$ cat src/design/assert_macros.svh
// Assertion macros shared by the record sorter RTL.
// Define ASSERT_OFF to compile the checks away.
`ifndef ASSERT_MACROS_SVH
`define ASSERT_MACROS_SVH
`ifndef ASSERT_OFF
`define ASSERT_NEVER(label, clk, rst, expr) \
   label: assert property (@(posedge clk) disable iff (rst) !(expr)) \
      else $error("forbidden condition seen");
`define ASSERT_NEXT(label, clk, rst, ante, cons) \
   label: assert property (@(posedge clk) disable iff (rst) (ante) |=> (cons)) \
      else $error("expected follow-up missing");
`else
`define ASSERT_NEVER(label, clk, rst, expr)
`define ASSERT_NEXT(label, clk, rst, ante, cons)
`endif
`endif

$ cat src/design/rsbsk_pkg.sv
// Types and constants for the record sorter.
// No dependencies; used by the interfaces, controller, datapath and top level.
package rsbsk_pkg;

   localparam int KEY_W           = 8;
   localparam int GRADE_W         = 10;
   localparam int INDEX_W         = 5;
   localparam int MAX_RECORDS_DEF = 32;
   localparam int MAX_NAME_DEF    = 49;

   // one step of work for the datapath
   typedef enum logic [3:0] {
      OP_LOAD,
      OP_INIT,
      OP_HEAD,
      OP_CARRY,
      OP_CARRY_LEN,
      OP_NEXT,
      OP_NEXT_LEN,
      OP_CMP_RD,
      OP_CMP_CHK,
      OP_DECIDE,
      OP_PASS_END,
      OP_OUT_RD,
      OP_OUT_GRADE,
      OP_OUT_SHOW
   } rsbsk_op_type;

   typedef struct packed {
      rsbsk_op_type op;
   } rsbsk_cmd_type;

   typedef struct packed {
      logic list_end;   // final word of the list taken
      logic init_last;  // order table fill at its last entry
      logic single;     // only one record held
      logic cmp_end;    // shorter name exhausted
      logic byte_diff;  // compared bytes differ
      logic pass_done;  // last compare of this pass
      logic last_pass;  // pass just closed was the final one
      logic rsp_taken;  // result word accepted
      logic out_last;   // result at the final sorted place
   } rsbsk_status_type;

endpackage

$ cat src/design/rsbsk_ctrl.sv
// Sequencer of the record sorter: load, bubble passes, result emission.
// Depends on rsbsk_pkg; drives rsbsk_dp through command and status structs.
module rsbsk_ctrl (
   input  logic                        clock,
   input  logic                        reset,
   input  rsbsk_pkg::rsbsk_status_type st,
   output rsbsk_pkg::rsbsk_cmd_type    cmd
);
   import rsbsk_pkg::*;

   typedef enum logic [13:0] {
      ST_LOAD      = 14'b00000000000001,
      ST_INIT      = 14'b00000000000010,
      ST_HEAD      = 14'b00000000000100,
      ST_CARRY     = 14'b00000000001000,
      ST_CARRY_LEN = 14'b00000000010000,
      ST_NEXT      = 14'b00000000100000,
      ST_NEXT_LEN  = 14'b00000001000000,
      ST_CMP_RD    = 14'b00000010000000,
      ST_CMP_CHK   = 14'b00000100000000,
      ST_DECIDE    = 14'b00001000000000,
      ST_PASS_END  = 14'b00010000000000,
      ST_OUT_RD    = 14'b00100000000000,
      ST_OUT_GRADE = 14'b01000000000000,
      ST_OUT_SHOW  = 14'b10000000000000
   } state_type;

   state_type state_ff, state_in;

   always_ff @(posedge clock) begin
      if (reset) begin
         state_ff <= ST_LOAD;
      end else begin
         state_ff <= state_in;
      end
   end

   always_comb begin
      state_in = state_ff;
      cmd.op   = OP_LOAD;
      unique case (state_ff)
         ST_LOAD: begin
            cmd.op = OP_LOAD;
            if (st.list_end) state_in = ST_INIT;
         end
         ST_INIT: begin
            cmd.op = OP_INIT;
            if (st.init_last) state_in = st.single ? ST_OUT_RD : ST_HEAD;
         end
         ST_HEAD: begin
            cmd.op   = OP_HEAD;
            state_in = ST_CARRY;
         end
         ST_CARRY: begin
            cmd.op   = OP_CARRY;
            state_in = ST_CARRY_LEN;
         end
         ST_CARRY_LEN: begin
            cmd.op   = OP_CARRY_LEN;
            state_in = ST_NEXT;
         end
         ST_NEXT: begin
            cmd.op   = OP_NEXT;
            state_in = ST_NEXT_LEN;
         end
         ST_NEXT_LEN: begin
            cmd.op   = OP_NEXT_LEN;
            state_in = ST_CMP_RD;
         end
         ST_CMP_RD: begin
            cmd.op   = OP_CMP_RD;
            state_in = st.cmp_end ? ST_DECIDE : ST_CMP_CHK;
         end
         ST_CMP_CHK: begin
            cmd.op   = OP_CMP_CHK;
            state_in = st.byte_diff ? ST_DECIDE : ST_CMP_RD;
         end
         ST_DECIDE: begin
            cmd.op   = OP_DECIDE;
            state_in = st.pass_done ? ST_PASS_END : ST_NEXT;
         end
         ST_PASS_END: begin
            cmd.op   = OP_PASS_END;
            state_in = st.last_pass ? ST_OUT_RD : ST_HEAD;
         end
         ST_OUT_RD: begin
            cmd.op   = OP_OUT_RD;
            state_in = ST_OUT_GRADE;
         end
         ST_OUT_GRADE: begin
            cmd.op   = OP_OUT_GRADE;
            state_in = ST_OUT_SHOW;
         end
         ST_OUT_SHOW: begin
            cmd.op = OP_OUT_SHOW;
            if (st.rsp_taken) state_in = st.out_last ? ST_LOAD : ST_OUT_RD;
         end
         default: begin
            cmd.op   = OP_LOAD;
            state_in = ST_LOAD;
         end
      endcase
   end

endmodule

$ cat config.mk
export PLATFORM = sky130hd
export DESIGN_NAME = rsbsk_ctrl
export DESIGN_NICKNAME = d
export VERILOG_FILES = /design/src/design/assert_macros.svh /design/src/design/rsbsk_pkg.sv /design/src/design/rsbsk_ctrl.sv
export SDC_FILE = /design/constraint.sdc
export NUM_CORES = 1
export LEC_CHECK = 0
export ABC_AREA = 1
export BUFFER_PORTS_ARGS = -buffer_cell sky130_fd_sc_hd__buf_2
export CAP_MARGIN = 20
export CELL_PAD_IN_SITES_DETAIL_PLACEMENT = 0
export CELL_PAD_IN_SITES_GLOBAL_PLACEMENT = 1
export CORE_ASPECT_RATIO = 1.4
export CORE_MARGIN = 8
export CORE_UTILIZATION = 41
export DETAILED_ROUTE_END_ITERATION = 10
export PLACE_DENSITY = 0.83
export RECOVER_POWER = 100
export REMOVE_ABC_BUFFERS = 1
export SETUP_SLACK_MARGIN = 0.02
export SYNTH_ARGS = -nofsm -noshare
export SYNTH_HDL_FRONTEND = slang
export SYNTH_SLANG_ARGS = --single-unit
$ cat constraint.sdc
create_clock -name clock -period 2.24 [get_ports clock]
set_input_delay 0.112 -clock clock [delete_from_list [all_inputs] [get_ports clock]]
set_output_delay 0.112 -clock clock [all_outputs]
set_load 0.1 [all_outputs]
Word-level counts from Yosys, hierarchy flattened. Index checks and enable logic that the tools add are counted.

Equality and inequality tests: 17. Muxes and demuxes: 11. Reductions and logical operators: 1.

Operator list (number): $pmux 14 s14 (1); $pmux 4 s13 (1); $mux 14 (3); $mux 12 (3); $mux 10 (2); $eq 14x1->1 const B (1); $eq 14x10->1 const B (1); $eq 14x11->1 const B (1); $eq 14x12->1 const B (1); $eq 14x13->1 const B (1); $eq 14x14->1 const B (1); $eq 14x2->1 const B (1); $eq 14x3->1 const B (1); $eq 14x4->1 const B (1); $eq 14x5->1 const B (1); $eq 14x6->1 const B (1); $eq 14x7->1 const B (1); $eq 14x8->1 const B (1); $eq 14x9->1 const B (1); $mux 11 (1); $ne 2x2->1 const B (3); $reduce_and 3->1 (1).

Flip-flop bits (word level): 14. Output and inout port bits: 4.

Logic depth before layout (Yosys ltp).
Word-level depth: 3. Depth in mapped cells: 11.

Worst setup path after synthesis. No wires, ideal clock.

Path kind: reg-to-output. Start point: reg state_ff[12]. End point: out cmd[0] in the netlist's numbering. Data arrival time: 1.835 ns. Data required time: 2.128 ns. Setup slack: 0.293 ns. Stages on the path, launching flop included: 9. Path buffers: 1. Cell sequence: dfxtp_1 > inv_1 > nand2_1 > nor2_4 > buf_4 > nand2_1 > nand2_1 > nor2_1 > nand4_1.

RTL lines: start: declaration (line rsbsk_ctrl.sv:28) `state_type state_ff, state_in;`; start signal: assignment (line rsbsk_ctrl.sv:34) `state_ff <= state_in;`; end: declaration (line rsbsk_ctrl.sv:7) `output rsbsk_pkg::rsbsk_cmd_type cmd`.

==> metrics.md <==
| Metric | Value |
|---|---|
| N_diodes | 0 |
| Ys flop type | dfxtp_1 |
| Htree depth | 1 |
| Syn avg cell area | 6.56 sq um |
| IO Count | 15 |
| Synth warn | 0 |
| Total global routing overflow | 0 |
| Post-synth cell types | 27 |
| Min Tclk post-route | 2.06 ns |
| Max stage delay cell, worst path | clkbuf_2 |
| Crit path buf inv count | 1 |
| Via count | 905 |
| Clk slew on worst S/H paths | 0.08 ns |
| CP max FO | 12 |
| DR WL/cell | 12.5 microns |
| Multi-input gate area | 559 sq um |
| Input/output buffers | 14 |
| Die W | 56.4 microns |
| Fill count | 248 |
| Hold_sp | st[5] |
| Sequential-to-total area share from yosys stat | 0.299 |
| Cts bufs inserted | 3 |
| Core area | 2180 sq um |
| Max Fclk | 485 MHz |
| R2r endpoint | state_ff[12]$_SDFFE_PP0P_ |
| Setup crit end kind | output port |
| EDFF count, synth | 0 |
| Top cells by count, synth | nand2_1 (27), nor2_1 (24), nand3_1 (17) |
| Cell taking the most area after synthesis | dfxtp_1 |
| Outcome | finished, final reports clean |
| Hold Crit Endpoint | state_ff[8]$_SDFFE_PP0P_ |
| Post-route DRC | 0 |
| Worst Skew | 0.00381 ns |
| CP Class | reg -> out |
| Row cnt | 20 |
| Final net count | 170 |
| Worst-margin pin slew | 0.546 ns |
| Flop2flop setup slack | 0.28 ns |
| Post-synthesis register bit count | 14 |
| Hold Path Cell Cnt | 2 |
| Final setup viols | 0 |
| Die area | 4100 sq um |
| First-pass GRT wire length | 3820 microns |
| Largest net degree at the start of global routing | 14 |
| Register Area | 280 sq um |
| Biggest registers after layout | state_ff x14 |
| Initial Utilization | 0.431 |
| Share of the synthesized area in the top cell type | 0.299 |
| Clk buf depth | 2 |
| DRT Pass-1 Iters | 4 |
| Max-cap violation count | 0 |
| Synth top area cells | dfxtp_1 (30%), nand2_1 (11%), nor2_1 (9.6%) |
| Setup bufs post-CTS | 0 |
| DRT iter0 DRCs | 31 |
| Antenna-violating nets left | 0 |
| Largest Register | state_ff |
| Final Max Slew Viols | 0 |
| Leak pwr | 0.000521 uW |
| Crit share post-route | 0.921 |
| Vias in the first global route | 941 |
| RSZ-0062 raised after global routing | no |
| Ratio of cells with drive above 1 in the final layout | 0.204 |
| Hold slack | 0.0115 ns |
| Final Hold Viols | 0 |
| Area Growth Syn to Fin | 9.33% |
| Clk sink count | 14 |
| Hold Crit Class | in -> reg |
| Worst VDD drop | 0.287 mV |
| CP max stage delay | 0.46 ns |
| Async SR Flop Fraction | 0 |
| Die Y | 72.6 microns |
| Syn Std Cell Area | 938 sq um |
| Max reg flops | 14 |
| Most frequent cell after synthesis | nand2_1 |
| CTS tree | yes |
| Pwr Density | 575 nW/um^2 |
| Detail Placement HPWL | 1880 microns |
| Via-to-Cell Ratio | 5.06 |
| Critical R2R Launch | state_ff[12]$_SDFFE_PP0P_ |
| Antenna violations before repair | 0 |
| Setup tns final | 0 ns |
| Critical path data arrival time | 1.95 ns |
| Cells after synthesis | 143 |
| GRT Total Usage | 0.113 |
| Worst Path Required | 2.13 ns |
| Setup crit start kind | register |
| Final wirelength | 2240 microns |
| Worst Reg-to-Reg Cells | 9 |
| Worst skew pair latency | 0.28 ns |
| CP top delay family | simple AND/OR/NAND/NOR gates |
| Clk root buf | clkbuf_4 |
| Max transition margin | 0.638 |
| Cells along the critical path | nor2_2, nand2_2, nor2_4, o211ai_1, nand3_1, clkbuf_2 |
| Placer Congestion | 0.767 |
## area by class of cell
cell class                      count  share of cell area
Inverter                           17              0.0622
Clock buffer                        3              0.0220
Multi-Input combinational cell    109               0.545
Tap cell                           22              0.0268
Sequential cell                    14               0.273
Timing Repair Buffer               14              0.0707
## layout by cell type (no fill, tap or decap)
| master | netlist | routed |
|---|---|---|
| a21oi_1 | 2 | 2 |
| and3_1 | 4 | 4 |
| buf_2 | 0 | 10 |
| clkbuf_2 | 0 | 3 |
| clkbuf_4 | 0 | 4 |
| dfxtp_1 | 14 | 14 |
| inv_1 | 16 | 16 |
| inv_2 | 1 | 1 |
| nand2_1 | 27 | 28 |
| nand2_2 | 3 | 2 |
| nand2_4 | 1 | 1 |
| nand3_1 | 17 | 17 |
| nand3_4 | 1 | 1 |
| nand3b_1 | 1 | 1 |
| nand4_1 | 1 | 1 |
| nor2_1 | 24 | 25 |
| nor2_2 | 5 | 5 |
| nor2_4 | 4 | 3 |
| nor3_1 | 5 | 5 |
| nor3_2 | 1 | 1 |
| nor3b_1 | 1 | 1 |
| o211ai_1 | 3 | 3 |
| o211ai_2 | 1 | 1 |
| o21ai_0 | 5 | 5 |
| o21ai_1 | 1 | 1 |
| o22ai_1 | 1 | 1 |
| or2_0 | 0 | 1 |
## through the flow
step / cell area (sq um) / util / worst slack [ns] / total power [uW] / instances
after global placement: 1010 / 0.466 / 0.480 / 466 / 176
final: 1030 / 0.471 / 0.176 / 590 / 179
after global routing: 1030 / 0.471 / 0.0305 / 629 / 179
after detailed placement: 1010 / 0.466 / 0.447 / 467 / 176
after floorplan: 916 / - / 0.355 / 424 / 140
after CTS: 1040 / 0.476 / 0.124 / 607 / 179
## per-layer routing
metal,part of all wire,wire (microns),global-route usage,vias to the layer above
met2,0.52,1170,0.209,8
met1,0.43,966,0.117,401
met3,0.027,60,0.0261,5
li1,-,-,-,491
met5,0,0,0,-
met4,0.017,38,0.0483,0
## where the power goes
part | switching [uW] | internal, uW | leakage [uW]
combinational | 128 | 53.0 | 0.000393
clock | 78.7 | 62.4 | 0.0000138
sequential | 7.96 | 260 | 0.000113
## worst max-delay path by stage
| stage | from | end | depth (start not counted) |
|---|---|---|---|
| 2_1_floorplan | state_ff[12]$_SDFFE_PP0P_ | cmd[0] | 7 |
| 5_1_grt | state_ff[0]$_SDFFE_PP1P_ | cmd[3] | 6 |
| 3_3_place_gp | state_ff[0]$_SDFFE_PP1P_ | cmd[0] | 8 |
| 4_1_cts | state_ff[0]$_SDFFE_PP1P_ | cmd[0] | 8 |
| 6_report | state_ff[0]$_SDFFE_PP1P_ | cmd[3] | 6 |
| 3_5_place_dp | state_ff[0]$_SDFFE_PP1P_ | cmd[0] | 8 |
## logic make-up (layout without fill, tap and decap cells)
logic type	Yosys count	after routing	synth area share
compound gates	13	13	0.0867
buf+inv	20	34	0.0920
simple gates	96	96	0.523
flops	14	14	0.299
## timing repair
item,in CTS,in global routing
hold buffers,0,0
resized for setup,0,1
setup endpoints to repair,0,1
No activity file was read; power rests on OpenSTA's default activity.
